<file path="src/rtl/core/dud_pkg.sv">
// Package for the days-until-date core: widths, codes, tables and the divide helper.
package dud_pkg;

    localparam int YEAR_W   = 14;
    localparam int MONTH_W  = 4;
    localparam int DAY_W    = 5;
    localparam int COUNT_W  = 22;
    localparam int STATUS_W = 2;
    localparam int DNUM_W   = 23;
    localparam int MDAY_W   = 9;
    localparam int ADDR_W   = 4;
    localparam int DATA_W   = 32;

    localparam logic [STATUS_W-1:0] ST_OK      = 2'd0;
    localparam logic [STATUS_W-1:0] ST_INVALID = 2'd1;
    localparam logic [STATUS_W-1:0] ST_PAST    = 2'd2;

    localparam logic [1:0] REG_TODAY_YEAR  = 2'd0;
    localparam logic [1:0] REG_TODAY_MONTH = 2'd1;
    localparam logic [1:0] REG_TODAY_DAY   = 2'd2;

    localparam logic [YEAR_W-1:0]  RST_YEAR  = 14'd2000;
    localparam logic [MONTH_W-1:0] RST_MONTH = 4'd1;
    localparam logic [DAY_W-1:0]   RST_DAY   = 5'd1;

    localparam logic [COUNT_W-1:0] COUNT_MAX = {COUNT_W{1'b1}};

    // x/25 = (x * 10486) >> 18, exact for x below 8192
    localparam logic [13:0] DIV25_MUL = 14'd10486;

    localparam logic [DAY_W-1:0] COMMON_LEN [16] = '{
        5'd0, 5'd31, 5'd28, 5'd31, 5'd30, 5'd31, 5'd30, 5'd31,
        5'd31, 5'd30, 5'd31, 5'd30, 5'd31, 5'd0, 5'd0, 5'd0
    };
    localparam logic [DAY_W-1:0] LEAP_LEN [16] = '{
        5'd0, 5'd31, 5'd29, 5'd31, 5'd30, 5'd31, 5'd30, 5'd31,
        5'd31, 5'd30, 5'd31, 5'd30, 5'd31, 5'd0, 5'd0, 5'd0
    };
    // days before the first of each month in a common year
    localparam logic [MDAY_W-1:0] CUM_DAYS [16] = '{
        9'd0, 9'd0, 9'd31, 9'd59, 9'd90, 9'd120, 9'd151, 9'd181,
        9'd212, 9'd243, 9'd273, 9'd304, 9'd334, 9'd0, 9'd0, 9'd0
    };

    typedef struct packed {
        logic [YEAR_W-1:0]  year;
        logic [MONTH_W-1:0] month;
        logic [DAY_W-1:0]   day;
    } t_ref_date;

    typedef struct packed {
        logic adv1;
        logic adv2;
        logic adv3;
    } t_pipe_ctl;

    function automatic logic [8:0] div25(input logic [12:0] x);
        logic [26:0] p;
        p = 27'(x) * 27'(DIV25_MUL);
        return p[26:18];
    endfunction

endpackage

</file>
<file path="src/rtl/core/dud_if.sv">
// Valid/ready stream interfaces for target dates and day-count results.
interface dud_in_if;
    logic                         valid;
    logic                         ready;
    logic [dud_pkg::YEAR_W-1:0]   target_year;
    logic [dud_pkg::MONTH_W-1:0]  target_month;
    logic [dud_pkg::DAY_W-1:0]    target_day;

    modport source(output valid, target_year, target_month, target_day, input ready);
    modport sink(input valid, target_year, target_month, target_day, output ready);
endinterface

interface dud_out_if;
    logic                          valid;
    logic                          ready;
    logic [dud_pkg::COUNT_W-1:0]   day_count;
    logic [dud_pkg::STATUS_W-1:0]  status;

    modport source(output valid, day_count, status, input ready);
    modport sink(input valid, day_count, status, output ready);
endinterface

</file>
<file path="src/rtl/core/dud_apb_regs.sv">
// APB register block holding the reference date.
module dud_apb_regs (
    input  logic                        i_clk,
    input  logic                        i_rst_n,
    input  logic                        psel,
    input  logic                        penable,
    input  logic                        pwrite,
    input  logic [dud_pkg::ADDR_W-1:0]  paddr,
    input  logic [dud_pkg::DATA_W-1:0]  pwdata,
    output logic [dud_pkg::DATA_W-1:0]  prdata,
    output logic                        pready,
    output dud_pkg::t_ref_date          o_ref
);

    dud_pkg::t_ref_date r_ref;
    logic               wr_en;
    logic [1:0]         idx;

    assign pready = 1'b1;
    assign wr_en  = psel && penable && pwrite;
    assign idx    = paddr[3:2];
    assign o_ref  = r_ref;

    always_ff @(posedge i_clk) begin
        if (!i_rst_n) begin
            r_ref.year  <= dud_pkg::RST_YEAR;
            r_ref.month <= dud_pkg::RST_MONTH;
            r_ref.day   <= dud_pkg::RST_DAY;
        end else if (wr_en) begin
            unique case (idx)
                dud_pkg::REG_TODAY_YEAR:  r_ref.year  <= pwdata[dud_pkg::YEAR_W-1:0];
                dud_pkg::REG_TODAY_MONTH: r_ref.month <= pwdata[dud_pkg::MONTH_W-1:0];
                dud_pkg::REG_TODAY_DAY:   r_ref.day   <= pwdata[dud_pkg::DAY_W-1:0];
                default: ;
            endcase
        end
    end

    always_comb begin
        unique case (idx)
            dud_pkg::REG_TODAY_YEAR:  prdata = dud_pkg::DATA_W'(r_ref.year);
            dud_pkg::REG_TODAY_MONTH: prdata = dud_pkg::DATA_W'(r_ref.month);
            dud_pkg::REG_TODAY_DAY:   prdata = dud_pkg::DATA_W'(r_ref.day);
            default:                  prdata = '0;
        endcase
    end

endmodule

</file>
<file path="src/rtl/core/dud_daynum.sv">
// Three-stage pipeline turning a date into a day number from year 0, with a validity flag.
module dud_daynum (
    input  logic                         i_clk,
    input  dud_pkg::t_pipe_ctl           i_ctl,
    input  logic [dud_pkg::YEAR_W-1:0]   i_year,
    input  logic [dud_pkg::MONTH_W-1:0]  i_month,
    input  logic [dud_pkg::DAY_W-1:0]    i_day,
    output logic [dud_pkg::DNUM_W-1:0]   o_day_num,
    output logic                         o_date_ok
);

    // stage 1: inputs and the three quotients by 100 / 400
    logic [dud_pkg::YEAR_W-1:0]  r1_year;
    logic [dud_pkg::MONTH_W-1:0] r1_month;
    logic [dud_pkg::DAY_W-1:0]   r1_day;
    logic [7:0]                  r1_qa;   // (y+99)/100
    logic [5:0]                  r1_qb;   // (y+399)/400
    logic [7:0]                  r1_qc;   // y/100
    logic [14:0]                 y_p99;
    logic [14:0]                 y_p399;
    logic [8:0]                  qa_full;
    logic [8:0]                  qb_full;
    logic [8:0]                  qc_full;

    // stage 2: year base and day within year
    logic [dud_pkg::DNUM_W-1:0]  r2_base;
    logic [dud_pkg::MDAY_W-1:0]  r2_mday;
    logic                        r2_ok;
    logic [11:0]                 qc_x25;
    logic [11:0]                 rem100;
    logic                        leap;
    logic [14:0]                 y_p3;
    logic [12:0]                 leaps;
    logic [dud_pkg::DAY_W-1:0]   mlen;
    logic                        mon_ok;
    logic [dud_pkg::DNUM_W-1:0]  n2_base;
    logic [dud_pkg::MDAY_W-1:0]  n2_mday;
    logic                        n2_ok;

    // stage 3: day number
    logic [dud_pkg::DNUM_W-1:0]  r3_dn;
    logic                        r3_ok;

    always_comb begin
        y_p99   = {1'b0, i_year} + 15'd99;
        y_p399  = {1'b0, i_year} + 15'd399;
        qa_full = dud_pkg::div25(y_p99[14:2]);
        qb_full = dud_pkg::div25({2'b00, y_p399[14:4]});
        qc_full = dud_pkg::div25({1'b0, i_year[13:2]});
    end

    always_ff @(posedge i_clk) begin
        if (i_ctl.adv1) begin
            r1_year  <= i_year;
            r1_month <= i_month;
            r1_day   <= i_day;
            r1_qa    <= qa_full[7:0];
            r1_qb    <= qb_full[5:0];
            r1_qc    <= qc_full[7:0];
        end
    end

    always_comb begin
        qc_x25  = {4'b0000, r1_qc} * 12'd25;
        rem100  = r1_year[13:2] - qc_x25;
        // divisible by 4, and either not by 100 or also by 400
        leap    = (r1_year[1:0] == 2'b00) && ((rem100 != 12'd0) || (r1_qc[1:0] == 2'b00));
        y_p3    = {1'b0, r1_year} + 15'd3;
        leaps   = y_p3[14:2] - {5'b00000, r1_qa} + {7'b0000000, r1_qb};
        n2_base = dud_pkg::DNUM_W'(r1_year) * 23'd365 + dud_pkg::DNUM_W'(leaps);
        n2_mday = dud_pkg::CUM_DAYS[r1_month]
                + dud_pkg::MDAY_W'(leap && (r1_month > 4'd2))
                + dud_pkg::MDAY_W'(r1_day);
        mlen    = leap ? dud_pkg::LEAP_LEN[r1_month] : dud_pkg::COMMON_LEN[r1_month];
        mon_ok  = (r1_month >= 4'd1) && (r1_month <= 4'd12);
        n2_ok   = mon_ok && (r1_day != 5'd0) && (r1_day <= mlen);
    end

    always_ff @(posedge i_clk) begin
        if (i_ctl.adv2) begin
            r2_base <= n2_base;
            r2_mday <= n2_mday;
            r2_ok   <= n2_ok;
        end
    end

    always_ff @(posedge i_clk) begin
        if (i_ctl.adv3) begin
            r3_dn <= r2_base + dud_pkg::DNUM_W'(r2_mday);
            r3_ok <= r2_ok;
        end
    end

    assign o_day_num = r3_dn;
    assign o_date_ok = r3_ok;

endmodule

</file>
<file path="src/rtl/core/dud_result.sv">
// Output stage: compare the two day numbers and register count and status.
module dud_result (
    input  logic                          i_clk,
    input  logic                          i_adv,
    input  logic [dud_pkg::DNUM_W-1:0]    i_tgt_num,
    input  logic                          i_tgt_ok,
    input  logic [dud_pkg::DNUM_W-1:0]    i_ref_num,
    input  logic                          i_ref_ok,
    output logic [dud_pkg::COUNT_W-1:0]   o_day_count,
    output logic [dud_pkg::STATUS_W-1:0]  o_status
);

    logic [dud_pkg::COUNT_W-1:0]  r_count;
    logic [dud_pkg::STATUS_W-1:0] r_status;
    logic [dud_pkg::DNUM_W-1:0]   diff;
    logic [dud_pkg::COUNT_W-1:0]  n_count;
    logic [dud_pkg::STATUS_W-1:0] n_status;

    always_comb begin
        diff = i_tgt_num - i_ref_num;
        priority if (!(i_tgt_ok && i_ref_ok)) begin
            n_status = dud_pkg::ST_INVALID;
            n_count  = '0;
        end else if (i_tgt_num < i_ref_num) begin
            n_status = dud_pkg::ST_PAST;
            n_count  = '0;
        end else begin
            n_status = dud_pkg::ST_OK;
            n_count  = diff[dud_pkg::DNUM_W-1] ? dud_pkg::COUNT_MAX
                                               : diff[dud_pkg::COUNT_W-1:0];
        end
    end

    always_ff @(posedge i_clk) begin
        if (i_adv) begin
            r_count  <= n_count;
            r_status <= n_status;
        end
    end

    assign o_day_count = r_count;
    assign o_status    = r_status;

endmodule

</file>
<file path="src/rtl/core/days_until_date_core.sv">
// Top level of the days-until-date core: APB registers, two date pipelines, result stage.
//
// Usage:
//   Program the reference date (today_year at 0x0, today_month at 0x4, today_day at 0x8)
//   over the APB port while no word is in flight. Then stream target dates on i_target;
//   each accepted word yields exactly one word on o_result carrying day_count and status
//   (ok, invalid date, or target earlier than reference; count is zero unless ok).
//   Counts above the 22-bit range saturate at the all-ones value.
// Stages: three date stages and one result stage. Throughput: one word per cycle while
//   o_result.ready is high; every stage has its own valid bit and advances when it is
//   empty or its successor advances, so bubbles collapse under a stall.
// Reset: synchronous active-low i_rst_n empties the pipeline and restores the reference
//   date to 2000-01-01.
// Stall: when o_result.ready is low the held result stays put and stable; upstream stages
//   keep filling until the pipeline is full, then i_target.ready drops. Nothing is lost
//   or repeated.
// The reference date runs through its own copy of the date pipeline, in lockstep with
//   each target word.
module days_until_date_core (
    input  logic                        i_clk,
    input  logic                        i_rst_n,
    input  logic                        psel,
    input  logic                        penable,
    input  logic                        pwrite,
    input  logic [dud_pkg::ADDR_W-1:0]  paddr,
    input  logic [dud_pkg::DATA_W-1:0]  pwdata,
    output logic [dud_pkg::DATA_W-1:0]  prdata,
    output logic                        pready,
    dud_in_if.sink                      i_target,
    dud_out_if.source                   o_result
);

    dud_pkg::t_ref_date          ref_date;
    dud_pkg::t_pipe_ctl          ctl;
    logic [3:0]                  r_vld;
    logic [3:0]                  adv;
    logic [dud_pkg::DNUM_W-1:0]  tgt_num;
    logic [dud_pkg::DNUM_W-1:0]  ref_num;
    logic                        tgt_ok;
    logic                        ref_ok;

    dud_apb_regs u_regs (
        .i_clk   (i_clk),
        .i_rst_n (i_rst_n),
        .psel    (psel),
        .penable (penable),
        .pwrite  (pwrite),
        .paddr   (paddr),
        .pwdata  (pwdata),
        .prdata  (prdata),
        .pready  (pready),
        .o_ref   (ref_date)
    );

    // stage k advances when empty or when the stage after it advances
    assign adv[3] = !r_vld[3] || o_result.ready;
    assign adv[2] = !r_vld[2] || adv[3];
    assign adv[1] = !r_vld[1] || adv[2];
    assign adv[0] = !r_vld[0] || adv[1];

    assign i_target.ready = adv[0];
    assign o_result.valid = r_vld[3];

    assign ctl.adv1 = adv[0];
    assign ctl.adv2 = adv[1];
    assign ctl.adv3 = adv[2];

    // advance valid bits alongside the payload
    always_ff @(posedge i_clk) begin
        if (!i_rst_n) begin
            r_vld <= '0;
        end else begin
            if (adv[0]) r_vld[0] <= i_target.valid;
            if (adv[1]) r_vld[1] <= r_vld[0];
            if (adv[2]) r_vld[2] <= r_vld[1];
            if (adv[3]) r_vld[3] <= r_vld[2];
        end
    end

    dud_daynum u_tgt_num (
        .i_clk     (i_clk),
        .i_ctl     (ctl),
        .i_year    (i_target.target_year),
        .i_month   (i_target.target_month),
        .i_day     (i_target.target_day),
        .o_day_num (tgt_num),
        .o_date_ok (tgt_ok)
    );

    dud_daynum u_ref_num (
        .i_clk     (i_clk),
        .i_ctl     (ctl),
        .i_year    (ref_date.year),
        .i_month   (ref_date.month),
        .i_day     (ref_date.day),
        .o_day_num (ref_num),
        .o_date_ok (ref_ok)
    );

    dud_result u_result (
        .i_clk       (i_clk),
        .i_adv       (adv[3]),
        .i_tgt_num   (tgt_num),
        .i_tgt_ok    (tgt_ok),
        .i_ref_num   (ref_num),
        .i_ref_ok    (ref_ok),
        .o_day_count (o_result.day_count),
        .o_status    (o_result.status)
    );

endmodule

</file>
<file path="src/flat_wrapper.sv">
// flat-port wrapper written by rule: the top's interface ports become plain ports
module days_until_date_core_flat 
  (i_clk, i_rst_n, psel, penable, pwrite, paddr, pwdata, prdata, pready, i_target_valid, i_target_target_year, i_target_target_month, i_target_target_day, i_target_ready, o_result_valid, o_result_day_count, o_result_status, o_result_ready);
  dud_in_if i_target_i ();
  dud_out_if o_result_i ();
  input  logic i_clk;
  input  logic i_rst_n;
  input  logic psel;
  input  logic penable;
  input  logic pwrite;
  input  logic [dud_pkg::ADDR_W-1:0] paddr;
  input  logic [dud_pkg::DATA_W-1:0] pwdata;
  output logic [dud_pkg::DATA_W-1:0] prdata;
  output logic pready;
  input wire logic [$bits(i_target_i.valid)-1:0] i_target_valid;
  input wire logic [$bits(i_target_i.target_year)-1:0] i_target_target_year;
  input wire logic [$bits(i_target_i.target_month)-1:0] i_target_target_month;
  input wire logic [$bits(i_target_i.target_day)-1:0] i_target_target_day;
  output wire logic [$bits(i_target_i.ready)-1:0] i_target_ready;
  output wire logic [$bits(o_result_i.valid)-1:0] o_result_valid;
  output wire logic [$bits(o_result_i.day_count)-1:0] o_result_day_count;
  output wire logic [$bits(o_result_i.status)-1:0] o_result_status;
  input wire logic [$bits(o_result_i.ready)-1:0] o_result_ready;
  assign i_target_i.valid = i_target_valid;
  assign i_target_i.target_year = i_target_target_year;
  assign i_target_i.target_month = i_target_target_month;
  assign i_target_i.target_day = i_target_target_day;
  assign i_target_ready = i_target_i.ready;
  assign o_result_valid = o_result_i.valid;
  assign o_result_day_count = o_result_i.day_count;
  assign o_result_status = o_result_i.status;
  assign o_result_i.ready = o_result_ready;
  days_until_date_core u_core (.i_clk(i_clk), .i_rst_n(i_rst_n), .psel(psel), .penable(penable), .pwrite(pwrite), .paddr(paddr), .pwdata(pwdata), .prdata(prdata), .pready(pready), .i_target(i_target_i), .o_result(o_result_i));
endmodule
</file>
<file path="config.mk">
export PLATFORM = sky130hd
export DESIGN_NAME = days_until_date_core_flat
export DESIGN_NICKNAME = d
export VERILOG_FILES = /design/src/rtl/core/dud_pkg.sv /design/src/rtl/core/dud_if.sv /design/src/rtl/core/dud_apb_regs.sv /design/src/rtl/core/dud_daynum.sv /design/src/rtl/core/dud_result.sv /design/src/rtl/core/days_until_date_core.sv /design/src/flat_wrapper.sv
export SDC_FILE = /design/constraint.sdc
export NUM_CORES = 2
export LEC_CHECK = 0
export ABC_AREA = 1
export BUFFER_PORTS_ARGS = -buffer_cell sky130_fd_sc_hd__buf_4
export CORE_UTILIZATION = 40
export CTS_BUF_LIST = sky130_fd_sc_hd__clkbuf_16
export DETAILED_ROUTE_END_ITERATION = 7
export PLACE_DENSITY = 0.52
export REMOVE_ABC_BUFFERS = 1
export SYNTH_ARGS = -nofsm -noshare
export SYNTH_HDL_FRONTEND = slang
export SYNTH_SLANG_ARGS = --single-unit
</file>
<file path="constraint.sdc">
create_clock -name i_clk -period 9.6 [get_ports i_clk]
set_input_delay 1.44 -clock i_clk [delete_from_list [all_inputs] [get_ports i_clk]]
set_output_delay 1.44 -clock i_clk [all_outputs]
set_load 0.02 [all_outputs]
</file>
; ---- Yosys cells after proc, flatten, opt, wreduce, memory -nomap -nowiden
; Memory sizes are Yosys's and may differ from the RTL's.
; Cells that the tools add are included.
[word_totals]
ff_bits = 255
mem_bits_ro = 608
in_bits = 66
out_inout_bits = 59
wordCells = 137
memories = 6
[classes]
addsub = 21
n_mul = 10
magnitude_cmp = 11
eq_ne = 2
mux = 17
bitwise_logic = 3
reduce_logical = 36
[mem_list]
columns = memory, words, width, rd, rd_clocked_by_memory_dff, write_ports, line_no
row1 = (name not given), 16, 9, 1, 0, 0, dud_daynum.sv:71  ; n2_mday = dud_pkg::CUM_DAYS[r1_month]
row2 = (name not given), 16, 9, 1, 0, 0, dud_daynum.sv:71
row3 = (name not given), 16, 5, 1, 0, 0, dud_daynum.sv:74  ; mlen = leap ? dud_pkg::LEAP_LEN[r1_month] : dud_pkg::COMMON_LEN[r1_month];
row4 = (name not given), 16, 5, 1, 0, 0, dud_daynum.sv:74
row5 = (name not given), 16, 5, 1, 0, 0, dud_daynum.sv:74
row6 = (name not given), 16, 5, 1, 0, 0, dud_daynum.sv:74
[ops]
columns = operator, n
row1 = $mul A12 B13 Y25 const B, 2
row2 = $mul A13 B13 Y25 const B, 2
row3 = $mux W5, 10
row4 = $add A23 B13 Y23, 2
row5 = $add A23 B9 Y23, 2
row6 = $mul A11 B13 Y23 const B, 2
row7 = $mul A14 B9 Y23 const B, 2
row8 = $pmux W14 S3, 1
row9 = $mux W9, 4
row10 = $add A14 B2 Y15 const B, 2
row11 = $add A14 B7 Y15 const B, 2
row12 = $add A14 B9 Y15 const B, 2
row13 = $add A13 B6 Y13, 2
row14 = $sub A13 B8 Y13, 2
row15 = $mul A8 B5 Y12 const B, 2
row16 = $reduce_bool A12 Y1, 2
row17 = $sub A12 B12 Y12, 2
row18 = $lt A23 B23 Y1, 1
row19 = $sub A23 B23 Y23, 1
row20 = $mux W22, 1
row21 = $add A9 B1 Y9, 2
row22 = $add A9 B5 Y9, 2
row23 = $logic_and A1 B1 Y1, 13
row24 = $ge A5 B5 Y1 const B, 2
row25 = 15 further kinds, 35

; ---- Logic depth before layout (Yosys ltp)
[depth]
word_depth = 8
mapped_depth = 29
mapped_depth_nobuf = 29

; ---- Modules after synthesis
; A second synthesis with hierarchy kept.
[unflattened]
hier_cells = 4998
hier_area_um2 = 42383.1
[modules_own_cells]
columns = module, n_inst, cells_per_inst, area_each_um2, seq_area_each_um2
row1 = dud_daynum (u_core.u_tgt_num), 1, 2175, 19180.9, 3062.9
row2 = dud_daynum (u_core.u_ref_num), 1, 2148, 18964.4, 3062.9
row3 = dud_result, 1, 463, 2822.7, 720.7
row4 = dud_apb_regs, 1, 193, 1248.7, 460.4
row5 = days_until_date_core, 1, 19, 166.4, 80.1

; ---- Worst setup path before layout
; OpenSTA, ideal clock, no wires.
[synth_path]
path_type = input to output
startpoint = in o_result_ready
endpoint = out i_target_ready
arrival_ps = 5341
required_ps = 8160
slack_ps = 2819
path_stages = 6
n_path_buf = 0
cell_sequence = nor2_1 > inv_1 > nor2_1 > inv_1 > nor2_1 > nand2_1
[synth_via]
elab_chain_len = 4
[synth_rtl]
columns = item, line_no
row1 = start: declaration, flat_wrapper.sv:23  ; input wire logic [$bits(o_result_i.ready)-1:0] o_result_ready;
row2 = $logic_or A1 B1 Y1, days_until_date_core.sv:56  ; assign adv[3] = !r_vld[3] || o_result.ready;
row3 = net u_core.adv[3], days_until_date_core.sv:36  ; logic [3:0] adv;
row4 = $logic_or A1 B1 Y1, days_until_date_core.sv:57  ; assign adv[2] = !r_vld[2] || adv[3];
row5 = net u_core.adv[2], days_until_date_core.sv:36
row6 = $logic_or A1 B1 Y1, days_until_date_core.sv:58  ; assign adv[1] = !r_vld[1] || adv[2];
row7 = $logic_or A1 B1 Y1, days_until_date_core.sv:59  ; assign adv[0] = !r_vld[0] || adv[1];
row8 = end: declaration, flat_wrapper.sv:19  ; output wire logic [$bits(i_target_i.ready)-1:0] i_target_ready;
; The timed path passes the listed nets, and every way through them passes these cells.

; ---- Worst setup path in the final report
[layout_path]
startpoint = in i_target_target_year[0]
endpoint = reg u_core.u_tgt_num.r1_qa[4], data pin
[layout_via]
elab_chain_len = 2
[layout_rtl]
columns = item, line_no
row1 = start: declaration, flat_wrapper.sv:16  ; input wire logic [$bits(i_target_i.target_year)-1:0] i_target_target_year;
row2 = $add A14 B7 Y15, dud_daynum.sv:45  ; y_p99 = {1'b0, i_year} + 15'd99;
row3 = $mul A13 B13 Y25, dud_pkg.sv:59  ; p = 27'(x) * 27'(DIV25_MUL);
row4 = net u_core.u_tgt_num.qa_full[4], dud_daynum.sv:21  ; logic [8:0] qa_full;
row5 = end signal: assignment, dud_daynum.sv:57  ; r1_qa <= qa_full[7:0];
row6 = end: declaration, dud_daynum.sv:16  ; logic [7:0] r1_qa;
; The timed path passes the listed nets, and every way through them passes these cells.
; A chain may end at the register's enable or synchronous reset.

==> reports/metrics.cfg <==
[floorplanning]
die_area_sq_um = 106000
rows = 118
initial_core_util = 0.404
coreArea_sq_um = 103000
die_x_microns = 325
die-height_microns = 325
io_pins = 125

[cells_and_area]
utilization = 0.437
layout-drive-gt1-share = 0.0386
final_nets = 6278
antennaDiodeCount = 0
nFillCells = 10400
syn2layout_area_growth_pct = 8.17

[synth]
synthCells = 4857
async_flop_share = 0
yosys_register_bits = 255
synth_edf_count = 228
synth_area_sq_um = 41800
synth_area_per_cell_sq_um = 8.60
synth-seq-area-share = 0.177
ys.flop_type = edfxtp_1
yosysWarnings = 0
synth.lib_cells_used.distinct = 64

[cts]
hold_buffers = 0
cts_root_buf = clkbuf_16
cts_tree = built
clock_sinks = 255
clock_latency_ns = 0.58
cts_buffers = 34
clkTransAtPathRegs_ns = 0.06
cts_buffer_depth = 3
postCtsResizedCells = 0
ctsHtreeMaxLevel = 2
cts_setup_buffers = 0

[global_routing]
grt_overflow_total = 0
grt_pass1_wl_microns = 165000
grt_pass1_vias = 31800
grt_usage = 0.193
grt_max_degree = 67
grt_antenna_before_repair = 1

[sta]
max_freq_mhz = 137
hold_viol_final = 0
relSlewSlack = 0.180
slew_viol_final = 0
rsz0062_at_grt = no
tns_ns = 0
setup_viol = 0
period_needed_ns = 7.29
worst_clock_skew_ns = 0.0339
tightestPinTransition_ns = 1.23
post-route-period-util = 0.759

[placed_design]
dp_hpwl_microns = 87000
place.port_buffers = 85
place_congestion = 0.888

[worst_setup_path]
worstSetupEndpointType = flop
crit_type = in2reg
crit_buf_inv = 8
path_delay_family = adder cells
slowest_delay_ns = 0.55
slowest_stage = nor2_1
cp.arrival_ns = 7.60
cp_common_cell = inv_1
ff2ff_setup_slack_ns = 2.52
cp_max_fo = 5
worst_ep_required_time_ns = 9.91
cp-start-kind = input pin

[drt]
wl_microns = 99300
firstDrtPassIters = 5
vias_per_cell = 4.86
drtIter0Drc = 1446
drtAntennaViolNets = 0
num_vias = 31000
wl_per_cell_microns = 15.6
drc = 0

[run_status]
outcome = finished, final reports clean

[hold_path]
hold_path_class = reg2reg

[run]
maxCapViolCount = 0

-- kinds of logic (layout without fill, tap and decap cells) --
group,after synthesis,count (layout),share of synthesized area
fa+ha+maj,1241,1241,0.449
buf+inv,1187,1310,0.109
flops,255,255,0.177
simple gates,1346,1346,0.135
mux,1,1,0.000240
xor+xnor,232,232,0.0486
compound gates,593,593,0.0813
other cells,2,19,0.000180
-- Yosys cell counts (3+ instances only) --
master	number	area, sq um
a211oi_1	3	22.5
a21boi_0	11	82.6
a21o_1	34	255
a21oi_1	281	1410
a221oi_1	5	43.8
a31oi_1	24	150
buf_4	21	158
clkbuf_1	7	26.3
dfxtp_1	27	541
edfxtp_1	228	6850
fa_1	430	8610
ha_1	811	10100
inv_1	1151	4320
nand2_1	731	2740
nand2_2	10	62.6
nand3_1	158	791
nand3b_1	7	52.6
nand4_1	44	275
nor2_1	292	1100
nor2_2	6	37.5
nor3_1	48	240
nor3b_1	3	22.5
nor4_1	25	156
o2111ai_1	3	26.3
o211ai_1	17	128
o21a_1	17	128
o21ai_0	142	711
o21ai_1	4	20.0
o21bai_1	24	180
o22ai_1	3	18.8
o31ai_1	6	45.0
or2_2	9	56.3
xnor2_1	66	578
xor2_1	166	1450
-- path summary, 6_finish.rpt --
check	cells after the start	to	from
hold / removal	0	u_core.u_ref_num.o_date_ok	u_core.u_ref_num.r2_ok
hold reg to reg	0	u_core.u_ref_num.o_date_ok	u_core.u_ref_num.r2_ok
setup / recovery	26	u_core.u_tgt_num.r1_qa[4]	i_target_target_year[0]
setup reg to reg	24	u_core.u_ref_num.r1_qa[3]	u_core.u_regs.o_ref[11]
-- state kept, by name, summed over array words and instances (netlist names), 4 cells and up --
name / count
u_core.u_ref_num.r1_qa: 8
u_core.u_tgt_num.r1_qa: 8
u_core.u_regs.o_ref: 23
u_core.u_ref_num.o_day_num: 23
u_core.u_result.o_day_count: 22
u_core.u_tgt_num.o_day_num: 23
u_core.u_tgt_num.r1_year: 14
u_core.u_tgt_num.r1_month: 4
u_core.u_ref_num.r1_month: 4
u_core.u_ref_num.r2_mday: 9
u_core.u_tgt_num.r1_qb: 6
u_core.u_ref_num.r1_qb: 6
u_core.u_tgt_num.r1_day: 5
u_core.r_vld: 4
u_core.u_tgt_num.r2_mday: 9
u_core.u_tgt_num.r1_qc: 8
u_core.u_ref_num.r2_base: 23
u_core.u_tgt_num.r2_base: 23
u_core.u_ref_num.r1_year: 14
u_core.u_ref_num.r1_day: 5
u_core.u_ref_num.r1_qc: 8
-- layout by cell type, fill, tap and decap left out, drive strengths merged, types with 5 or more instances in the layout --
cell	n
nand3b	7
xor2	166
nor4	25
nor2	298
a21o	34
nand4	45
nand3	160
xnor2	66
or2	9
o21bai	24
dfxtp	27
ha	811
clkinv	17
clkbuf	34
o21a	17
o21ai	149
o31ai	6
a21oi	281
conb	19
buf	92
a221oi	5
edfxtp	228
nor3	49
o211ai	18
fa	430
inv	1161
nand2	742
a21boi	13
a31oi	24
-- cell type report --
class                           instances  area [sq um]  area share
Clock buffer                           34           851      0.0188
Clock inverter                         28           279     0.00617
Inverter                             1156          4340      0.0961
Multi-Input combinational cell       3432         29900       0.662
Sequential cell                       255          7390       0.163
Tap cell                             1380          1730      0.0382
Timing Repair Buffer                   92           691      0.0153
-- metal layers --
layer  GRT usage  vias up  wire (microns)
li1            -    15800               -
met1       0.272    14700           49500
met2       0.321      417           45300
met3      0.0158       78            2490
met4      0.0408        0            2020
met5           0        -               0
-- metrics by stage --
step | worst slack, ns | hold WS, ns | instance area (sq um) | cells
after floorplan | 2.82 | 0.400 | 41600 | 4843
after global placement | 1.67 | 0.410 | 44100 | 6315
final | 2.31 | 0.439 | 45200 | 6377
after detailed placement | 1.69 | 0.426 | 44100 | 6315
after global routing | 1.87 | 0.457 | 45200 | 6377
after CTS | 2.27 | 0.450 | 45200 | 6377
Power is left out: the tool's default activity adds up to more than one toggle a clock period on the data nets, which glitch-free logic cannot reach.
